$ cat src/design/mas_pkg.sv
// Shared types, constants and control structs of the moving-average block.
`timescale 1ns / 1ps

package mas_pkg;

	localparam int SAMPLE_BITS    = 16;
	localparam int COUNT_BITS     = 16;
	localparam int TOTAL_BITS     = SAMPLE_BITS + COUNT_BITS;
	localparam int CFG_BITS       = 7;
	localparam int WINDOW_MAX_DEF = 64;
	localparam int WS_RESET       = 3;
	localparam logic [COUNT_BITS-1:0] COUNT_MAX = '1;

	typedef struct packed {
		logic signed [SAMPLE_BITS-1:0] sample;
		logic                          batch_end;
	} item_t;

	typedef struct packed {
		logic signed [SAMPLE_BITS-1:0] average;
		logic                          average_valid;
		logic signed [SAMPLE_BITS-1:0] batch_min;
		logic signed [SAMPLE_BITS-1:0] batch_max;
		logic signed [SAMPLE_BITS-1:0] batch_mean;
		logic                          stats_valid;
	} result_t;

	typedef enum logic [2:0] {
		ST_IDLE,
		ST_UPDATE,
		ST_START_AVG,
		ST_DIV_AVG,
		ST_RECORD,
		ST_START_MEAN,
		ST_DIV_MEAN,
		ST_EMIT
	} mas_state_t;

	typedef struct packed {
		logic load_item;
		logic cfg_write;
		logic update;
		logic div_start;
		logic div_mean;
		logic record;
		logic emit;
	} mas_cmd_t;

	typedef struct packed {
		logic produce;
		logic last;
		logic div_done;
		logic out_free;
	} mas_status_t;

endpackage

$ cat src/design/mas_div.sv
// Shared restoring divider: signed dividend by unsigned divisor, one quotient bit per cycle.
`timescale 1ns / 1ps

module mas_div (
	input  logic                                 clk,
	input  logic                                 arst_n,
	input  logic                                 start,
	input  logic signed [mas_pkg::TOTAL_BITS-1:0] dividend,
	input  logic        [mas_pkg::COUNT_BITS-1:0] divisor,
	output logic                                 done,
	output logic signed [mas_pkg::SAMPLE_BITS-1:0] quotient
);
	import mas_pkg::*;

	localparam int CNT_W = $clog2(TOTAL_BITS);

	logic                    busy_q;
	logic                    done_q;
	logic [CNT_W-1:0]        cnt_q;
	logic [COUNT_BITS-1:0]   rem_q;
	logic [TOTAL_BITS-1:0]   quo_q;
	logic [COUNT_BITS-1:0]   dvs_q;
	logic                    neg_q;
	logic [COUNT_BITS:0]     trial;
	logic                    fits;
	logic [TOTAL_BITS-1:0]   mag;
	logic [TOTAL_BITS-1:0]   quo_signed;

	assign mag   = dividend[TOTAL_BITS-1] ? (~dividend + 1'b1) : dividend;
	assign trial = {rem_q, quo_q[TOTAL_BITS-1]};
	assign fits  = trial >= {1'b0, dvs_q};

	always_ff @(posedge clk or negedge arst_n) begin
		if (!arst_n) begin
			busy_q <= 1'b0;
			done_q <= 1'b0;
			cnt_q  <= '0;
		end else begin
			done_q <= 1'b0;
			if (start) begin
				busy_q <= 1'b1;
				cnt_q  <= CNT_W'(TOTAL_BITS - 1);
			end else if (busy_q) begin
				if (cnt_q == '0) begin
					busy_q <= 1'b0;
					done_q <= 1'b1;
				end
				cnt_q <= cnt_q - 1'b1;
			end
		end
	end

	always_ff @(posedge clk) begin
		if (start) begin
			rem_q <= '0;
			quo_q <= mag;
			dvs_q <= divisor;
			neg_q <= dividend[TOTAL_BITS-1];
		end else if (busy_q) begin
			rem_q <= fits ? COUNT_BITS'(trial - {1'b0, dvs_q}) : trial[COUNT_BITS-1:0];
			quo_q <= {quo_q[TOTAL_BITS-2:0], fits};
		end
	end

	// Truncation toward zero: divide magnitudes, then restore the sign.
	assign quo_signed = neg_q ? (~quo_q + 1'b1) : quo_q;
	assign quotient   = quo_signed[SAMPLE_BITS-1:0];
	assign done       = done_q;

endmodule

$ cat src/design/mas_datapath.sv
// Datapath: sample ring, window sum, batch statistics, divider and result register.
`timescale 1ns / 1ps

module mas_datapath #(
	parameter int WINDOW_MAX = mas_pkg::WINDOW_MAX_DEF
) (
	input  logic                          clk,
	input  logic                          arst_n,
	input  mas_pkg::mas_cmd_t             cmd,
	output mas_pkg::mas_status_t          status,
	input  mas_pkg::item_t                item,
	input  logic [mas_pkg::CFG_BITS-1:0]  cfg_data,
	input  logic                          result_ready,
	output logic                          result_valid,
	output mas_pkg::result_t              result
);
	import mas_pkg::*;

	localparam int WS_BITS = $clog2(WINDOW_MAX + 1);
	localparam int AW      = $clog2(WINDOW_MAX);
	localparam int SUM_W   = SAMPLE_BITS + $clog2(WINDOW_MAX);
	localparam int CMP_W   = (WS_BITS > CFG_BITS) ? WS_BITS : CFG_BITS;
	localparam int WS_RST  = (WS_RESET > WINDOW_MAX) ? WINDOW_MAX : WS_RESET;

	logic signed [SAMPLE_BITS-1:0] store_mem [WINDOW_MAX];
	logic signed [SAMPLE_BITS-1:0] old_sample_q;
	logic signed [SAMPLE_BITS-1:0] sample_q;
	logic                          last_q;
	logic [WS_BITS-1:0]            ws_q;
	logic [WS_BITS-1:0]            fill_q;
	logic [AW-1:0]                 wp_q;
	logic signed [SUM_W-1:0]       sum_q;
	logic signed [SAMPLE_BITS-1:0] avg_q;
	logic signed [SAMPLE_BITS-1:0] min_q;
	logic signed [SAMPLE_BITS-1:0] max_q;
	logic signed [TOTAL_BITS-1:0]  total_q;
	logic [COUNT_BITS-1:0]         count_q;
	logic                          result_valid_q;
	result_t                       result_q;

	logic                          full;
	logic [WS_BITS-1:0]            fill_inc;
	logic [WS_BITS-1:0]            wp_inc;
	logic [CMP_W-1:0]              cfg_ext;
	logic [WS_BITS-1:0]            ws_new;
	logic                          clear;
	logic signed [TOTAL_BITS-1:0]  div_dividend;
	logic [COUNT_BITS-1:0]         div_divisor;
	logic                          div_done;
	logic signed [SAMPLE_BITS-1:0] div_quotient;
	logic                          out_free;

	assign full     = fill_q == ws_q;
	assign fill_inc = fill_q + 1'b1;
	assign wp_inc   = WS_BITS'(wp_q) + 1'b1;
	assign cfg_ext  = CMP_W'(cfg_data);
	assign out_free = !result_valid_q || result_ready;
	assign clear    = cmd.cfg_write || (cmd.emit && last_q);

	always_comb begin
		if (cfg_ext == '0) begin
			ws_new = WS_BITS'(1);
		end else if (cfg_ext > CMP_W'(WINDOW_MAX)) begin
			ws_new = WS_BITS'(WINDOW_MAX);
		end else begin
			ws_new = WS_BITS'(cfg_ext);
		end
	end

	// The ring is read every cycle at the write pointer, so the oldest sample is
	// ready in the cycle after an item is taken.
	always_ff @(posedge clk) begin
		if (cmd.update) begin
			store_mem[wp_q] <= sample_q;
		end
		old_sample_q <= store_mem[wp_q];
	end

	always_ff @(posedge clk) begin
		if (cmd.load_item) begin
			sample_q <= item.sample;
			last_q   <= item.batch_end;
		end
		if (cmd.record) begin
			avg_q <= div_quotient;
		end
	end

	always_ff @(posedge clk or negedge arst_n) begin
		if (!arst_n) begin
			ws_q    <= WS_BITS'(WS_RST);
			fill_q  <= '0;
			wp_q    <= '0;
			sum_q   <= '0;
			min_q   <= '0;
			max_q   <= '0;
			total_q <= '0;
			count_q <= '0;
		end else begin
			if (cmd.cfg_write) begin
				ws_q <= ws_new;
			end
			if (clear) begin
				fill_q  <= '0;
				wp_q    <= '0;
				sum_q   <= '0;
				min_q   <= '0;
				max_q   <= '0;
				total_q <= '0;
				count_q <= '0;
			end else begin
				if (cmd.update) begin
					if (full) begin
						sum_q <= sum_q - SUM_W'(old_sample_q) + SUM_W'(sample_q);
					end else begin
						sum_q  <= sum_q + SUM_W'(sample_q);
						fill_q <= fill_inc;
					end
					wp_q <= (wp_inc == ws_q) ? '0 : AW'(wp_inc);
				end
				if (cmd.record) begin
					// The first average of a batch seeds both extremes.
					if (count_q == '0) begin
						min_q <= div_quotient;
						max_q <= div_quotient;
					end else begin
						if (div_quotient < min_q) min_q <= div_quotient;
						if (div_quotient > max_q) max_q <= div_quotient;
					end
					if (count_q != COUNT_MAX) begin
						total_q <= total_q + TOTAL_BITS'(div_quotient);
						count_q <= count_q + 1'b1;
					end
				end
			end
		end
	end

	assign div_dividend = cmd.div_mean ? total_q : TOTAL_BITS'(sum_q);
	assign div_divisor  = cmd.div_mean ? count_q : COUNT_BITS'(ws_q);

	mas_div u_div (
		.clk      (clk),
		.arst_n   (arst_n),
		.start    (cmd.div_start),
		.dividend (div_dividend),
		.divisor  (div_divisor),
		.done     (div_done),
		.quotient (div_quotient)
	);

	always_ff @(posedge clk or negedge arst_n) begin
		if (!arst_n) begin
			result_valid_q <= 1'b0;
		end else if (cmd.emit) begin
			result_valid_q <= 1'b1;
		end else if (result_ready) begin
			result_valid_q <= 1'b0;
		end
	end

	always_ff @(posedge clk) begin
		if (cmd.emit) begin
			result_q.average       <= avg_q;
			result_q.average_valid <= 1'b1;
			result_q.batch_min     <= last_q ? min_q : '0;
			result_q.batch_max     <= last_q ? max_q : '0;
			result_q.batch_mean    <= last_q ? div_quotient : '0;
			result_q.stats_valid   <= last_q;
		end
	end

	assign status.produce  = full || (fill_inc == ws_q) || last_q;
	assign status.last     = last_q;
	assign status.div_done = div_done;
	assign status.out_free = out_free;

	assign result_valid = result_valid_q;
	assign result       = result_q;

endmodule

$ cat src/design/mas_ctrl.sv
// Controller state machine that sequences one sample through the datapath.
`timescale 1ns / 1ps

module mas_ctrl (
	input  logic                 clk,
	input  logic                 arst_n,
	input  logic                 item_valid,
	output logic                 item_ready,
	input  logic                 cfg_valid,
	output logic                 cfg_ready,
	input  mas_pkg::mas_status_t status,
	output mas_pkg::mas_cmd_t    cmd
);
	import mas_pkg::*;

	mas_state_t state_q;
	mas_state_t state_next;

	always_ff @(posedge clk or negedge arst_n) begin
		if (!arst_n) begin
			state_q <= ST_IDLE;
		end else begin
			state_q <= state_next;
		end
	end

	always_comb begin
		state_next = state_q;
		case (state_q)
			ST_IDLE: begin
				if (item_valid) state_next = ST_UPDATE;
			end
			ST_UPDATE: begin
				state_next = status.produce ? ST_START_AVG : ST_IDLE;
			end
			ST_START_AVG: begin
				state_next = ST_DIV_AVG;
			end
			ST_DIV_AVG: begin
				if (status.div_done) state_next = ST_RECORD;
			end
			ST_RECORD: begin
				state_next = status.last ? ST_START_MEAN : ST_EMIT;
			end
			ST_START_MEAN: begin
				state_next = ST_DIV_MEAN;
			end
			ST_DIV_MEAN: begin
				if (status.div_done) state_next = ST_EMIT;
			end
			ST_EMIT: begin
				if (status.out_free) state_next = ST_IDLE;
			end
			default: begin
				state_next = ST_IDLE;
			end
		endcase
	end

	always_comb begin
		item_ready = 1'b0;
		cfg_ready  = 1'b0;
		cmd        = '0;
		case (state_q)
			ST_IDLE: begin
				item_ready    = 1'b1;
				cfg_ready     = 1'b1;
				cmd.load_item = item_valid;
				cmd.cfg_write = cfg_valid;
			end
			ST_UPDATE: begin
				cmd.update = 1'b1;
			end
			ST_START_AVG: begin
				cmd.div_start = 1'b1;
			end
			ST_RECORD: begin
				cmd.record = 1'b1;
			end
			ST_START_MEAN: begin
				cmd.div_start = 1'b1;
				cmd.div_mean  = 1'b1;
			end
			ST_DIV_MEAN: begin
				cmd.div_mean = 1'b1;
			end
			ST_EMIT: begin
				cmd.div_mean = 1'b1;
				cmd.emit     = status.out_free;
			end
			default: begin
				cmd = '0;
			end
		endcase
	end

endmodule

$ cat src/design/moving_average_with_stats.sv
// Top level of the moving-average filter with per-batch statistics.
//
//  channel  | handshake               | payload
//  ---------+-------------------------+---------------------------------------
//  cfg      | cfg_valid / cfg_ready   | cfg_data: window size, 0 reads as 1
//  item     | item_valid / item_ready | item: sample, batch_end
//  result   | result_valid / result_ready | result: average and batch statistics
//
// One item is processed at a time. A sample that yields no result passes only through
// the idle and update states; one that yields an average also runs the 32-step shared
// divider, and a batch end adds a second 32-step division for the mean.
// The result register lets the next item enter while a result waits for result_ready.
// Reset clears all control state; the sample ring needs no clearing pass.
`timescale 1ns / 1ps

module moving_average_with_stats #(
	parameter int WINDOW_MAX = mas_pkg::WINDOW_MAX_DEF
) (
	input  logic                         clk,
	input  logic                         arst_n,
	input  logic                         cfg_valid,
	output logic                         cfg_ready,
	input  logic [mas_pkg::CFG_BITS-1:0] cfg_data,
	input  logic                         item_valid,
	output logic                         item_ready,
	input  mas_pkg::item_t               item,
	output logic                         result_valid,
	input  logic                         result_ready,
	output mas_pkg::result_t             result
);
	import mas_pkg::*;

	mas_cmd_t    cmd;
	mas_status_t status;

	mas_ctrl u_ctrl (
		.clk        (clk),
		.arst_n     (arst_n),
		.item_valid (item_valid),
		.item_ready (item_ready),
		.cfg_valid  (cfg_valid),
		.cfg_ready  (cfg_ready),
		.status     (status),
		.cmd        (cmd)
	);

	mas_datapath #(
		.WINDOW_MAX (WINDOW_MAX)
	) u_datapath (
		.clk          (clk),
		.arst_n       (arst_n),
		.cmd          (cmd),
		.status       (status),
		.item         (item),
		.cfg_data     (cfg_data),
		.result_ready (result_ready),
		.result_valid (result_valid),
		.result       (result)
	);

endmodule

$ cat config.mk
export PLATFORM = sky130hd
export DESIGN_NAME = moving_average_with_stats
export DESIGN_NICKNAME = d
export VERILOG_FILES = /design/src/design/mas_pkg.sv /design/src/design/mas_div.sv /design/src/design/mas_datapath.sv /design/src/design/mas_ctrl.sv /design/src/design/moving_average_with_stats.sv
export SDC_FILE = /design/constraint.sdc
export NUM_CORES = 2
export LEC_CHECK = 0
export ABC_AREA = 1
export BUFFER_PORTS_ARGS = -buffer_cell sky130_fd_sc_hd__buf_4
export CORE_UTILIZATION = 50
export CTS_CLUSTER_DIAMETER = 150
export DETAILED_ROUTE_END_ITERATION = 6
export PLACE_DENSITY = 0.73
export SLEW_MARGIN = 0
export SYNTH_ARGS = -nofsm -noshare
export SYNTH_HDL_FRONTEND = slang
export SYNTH_SLANG_ARGS = --single-unit
$ cat constraint.sdc
create_clock -name clk -period 4.84 [get_ports clk]
set_input_delay 0.484 -clock clk [delete_from_list [all_inputs] [get_ports clk]]
set_output_delay 0.484 -clock clk [all_outputs]
set_load 0.02 [all_outputs]
==> impl_metrics.csv <==
group,metric,value,unit
outcome,status,"complete, but fails checks",
outcome,violations,"design-rule violations",
clock_tree,numCtsBuffers,136,
finish,fin_util,0.5711,
yosys,ys_types,61,
sta,rsz0062_at_grt,"false",
finish,antenna_cells,0,
sta,finalCriticalPeriod,3992,ps
floorplan,ioPinCount,98,
global_route,grt_pass1_wl,244900,um
clock_tree,cts_resized,0,
run,cap_violations,0,
yosys,synth_top_area_share,0.5935,
routing,vias,41845,
setup_path,crit_type,"register to register",
yosys,synth-edff-count,1171,
pwr,p_leak,26.01,nW
floorplan,die_area,119900,um2
setup_path,worstSetupEndpointType,"register",
pwr,powerDensity,644.1,nW/um2
setup_path,r2r-end,"u_datapath.max_q[8]",
floorplan,chipWidth,346.2,um
finish,drive_gt1_frac,0.08874,
setup_path,startpoint_type,"register",
hold_path,min_path_type,"input pin to register",
yosys,synthArstFlopShare,0.09955,
yosys,synthesis.nets,5524,
pwr,ir_worst_vdd,0.0003911,V
sta,setup_violations,0,
setup_path,r2r_setup_slack,850,ps
clock_tree,htree_levels,4,
yosys,synthFlopType,"edfxtp_1",
hold_path,min_path_cells,3,
floorplan,core_area,116800,um2
finish,syn_to_final_growth,12.61,%
finish,multi_input_area,17620,um2
sta,maxSlewHeadroom,0.2261,
clock_tree,clkSinkCount,1336,
floorplan,rows,125,
yosys,seq_area_frac_synth,0.6605,
finish,nNetsFinal,5744,
clock_tree,post_cts_buffers,0,
setup_path,r2r_cells,19,
global_route,grt_max_degree,88,
routing,drtPass1Iterations,7,
setup_path,crit_path_max_fanout,19,
yosys,synth_area,59250,um2
hold_path,hold_start,"cfg_data[5]",
setup_path,r2r_start,"u_datapath.u_div.quo_q[0]",
routing,drtIter0Drc,4653,
sta,report.final.slew_viol_count,0,
place,portBuffers,96,
floorplan,die_y,346.2,um
global_route,grt_pass1_vias,40064,
clock_tree,clk_pin_slew,60,ps
sta,finClkSkew,28.25,ps
routing,vias_per_cell,5.818,
sta,setup-tns-final,0,ps
routing,drc,12,
sta,worst_pin_slew,1149,ps
place,hpwl,102800,um
global_route,gr-total-overflow,0,
yosys,ys_seq_elements,1336,
clock_tree,cts.hold.buffers_added,22,
hold_path,holdPathEnd,"u_datapath.ws_q[5]",
sta,timing.fmax,250.5,MHz
finish,seq_area,39140,um2
clock_tree,clkLatencyLatePin,780,ps
finish,fillCellCount,9380,
setup_path,cp.arrival,4650,ps
yosys,synthTopCellsByArea,"edfxtp_1, nand2_1, dfrtp_1",
yosys,ys_top_cells_by_count,"nand2_1, edfxtp_1, inv_1",
global_route,grt_usage,0.2714,
yosys,postSynthCellCount,5342,
global_route,antenna_found_initial,2,
sta,finalCritPeriodShare,0.8247,
routing,routedWlPerCell,22.74,um
routing,ant_nets,0,
clock_tree,root_buffer,"clkbuf_16",
clock_tree,clockBufferDepth,3,
sta,finalHoldViolations,0,
yosys,syn_area_per_cell,11.09,um2
clock_tree,cts_tree,"built",
routing,wirelength,163500,um
yosys,yosysWarnings,0,
yosys,yosys.area.top_type,"edfxtp_1",
setup_path,crit_required,5500,ps
place,gp_congestion,0.9694,
floorplan,start_util,0.5072,
yosys,synth_most_common_cell,"nand2_1",
## registers in the layout (all words and copies together) (netlist names), 3 cells and up
| register | flops |
|---|---|
| u_datapath.fill_q | 7 |
| u_datapath.u_div.quo_q | 32 |
| u_datapath.max_q | 16 |
| u_datapath.avg_q | 16 |
| u_datapath.count_q | 16 |
| u_datapath.total_q | 32 |
| u_datapath.u_div.rem_q | 16 |
| u_datapath.sum_q | 22 |
| u_datapath.old_sample_q | 16 |
| u_datapath.store_mem | 1024 |
| u_datapath.ws_q | 7 |
| u_ctrl.state_q | 3 |
| u_datapath.wp_q | 6 |
| u_datapath.result | 65 |
| u_datapath.u_div.cnt_q | 5 |
| u_datapath.sample_q | 16 |
| u_datapath.u_div.dvs_q | 16 |
| u_datapath.min_q | 16 |
## routing by layer
layer,routed length (um),GRT usage
met1,64500,0.3676
met2,75380,0.4272
met3,15720,0.04512
met4,7927,0.1317
met5,0,0
## worst max path at each step
stage                                    from                    to  slack (ps)  depth (start not counted)
floorplan                   u_ctrl.state_q[1]  u_datapath.min_q[13]        1250                         14
finish              u_datapath.u_div.quo_q[0]   u_datapath.max_q[8]         850                         19
detailed placement  u_datapath.u_div.quo_q[0]   u_datapath.max_q[8]         900                         19
global route        u_datapath.u_div.quo_q[0]  u_datapath.min_q[11]         510                         18
CTS                 u_datapath.u_div.quo_q[0]   u_datapath.max_q[8]         910                         19
global placement    u_datapath.u_div.quo_q[0]   u_datapath.max_q[4]        1000                         19
## critical path, cell delays in order (launching register included)
cell and delay [ps]:
edfxtp_1 460, inv_1 210, nand4_1 180, nor2_1 240
nand2_1 100, xor2_1 150, nand2_1 80, nand2_1 100
inv_1 580, ha_1 380, nand4_1 120, a21oi_1 60
nor2_1 120, nand2_1 70, nand2_1 50, nand3_1 60
nand2_1 470, nand2_4 260, nand2_1 130, nand2_1 60
## where the power goes
group / internal (mW) / leakage [nW] / switching (mW)
clock network: 5.61 / 2.05 / 4.42
registers: 14.2 / 12.6 / 0.854
logic: 5.46 / 11.4 / 12.4
total: 25.3 / 26.0 / 17.7
## cell usage in the layout (no fill, tap or decap), types with 24 or more instances in the layout
cell       count
nand4_1      131
o22ai_1       31
a21oi_1      155
inv_1        433
clkbuf_16    138
dfxtp_1       32
xor2_1        58
dfrtp_1      131
a22oi_1      116
fa_1          24
nor2_1       348
clkbuf_1      35
nor3_1        41
a221oi_1      63
clkinv_1      36
buf_4        237
edfxtp_1    1171
ha_1         129
nand2_1     1537
nand3_1      261
a22o_1        55
o21ai_0      193
## cells by family (layout without fill, tap and decap cells)
logic type,count (synthesis),after routing,synth area share
xor gates and xnor gates,78,78,0.01153
DFF,1336,1336,0.6605
and+or+nand+nor,2422,2422,0.1710
AOI/OAI and AO/OA,714,714,0.07815
buffers and inverters,637,963,0.04327
other,1,1,0.00006329
muxes,1,1,0.0001689
adders and majority gates,153,153,0.03535
## final cells by class
cell class / count / share of cell area
clock buffer: 177 / 0.05455
tap: 1524 / 0.02858
timing repair buffer: 265 / 0.03163
sequential: 1336 / 0.5865
inverter: 454 / 0.02580
multi-input combinational: 3369 / 0.2640
clock inverter: 67 / 0.008851
## per-stage QoR
step / cell area (um2) / setup slack [ps] / std cells / hold WS (ps) / total power [mW]
detailed placement: 62270 / 898.6 / 6926 / 404.5 / 32.75
finish: 66720 / 848.4 / 7192 / 82.23 / 42.97
global route: 66720 / 511.5 / 7192 / 99.64 / 45.48
CTS: 66720 / 908.8 / 7192 / 30.98 / 42.79
global placement: 62270 / 1001 / 6926 / 403.4 / 32.49
floorplan: 59250 / 1253 / 5342 / 188.4 / 27.30
(Power assumes the default switching activity.)
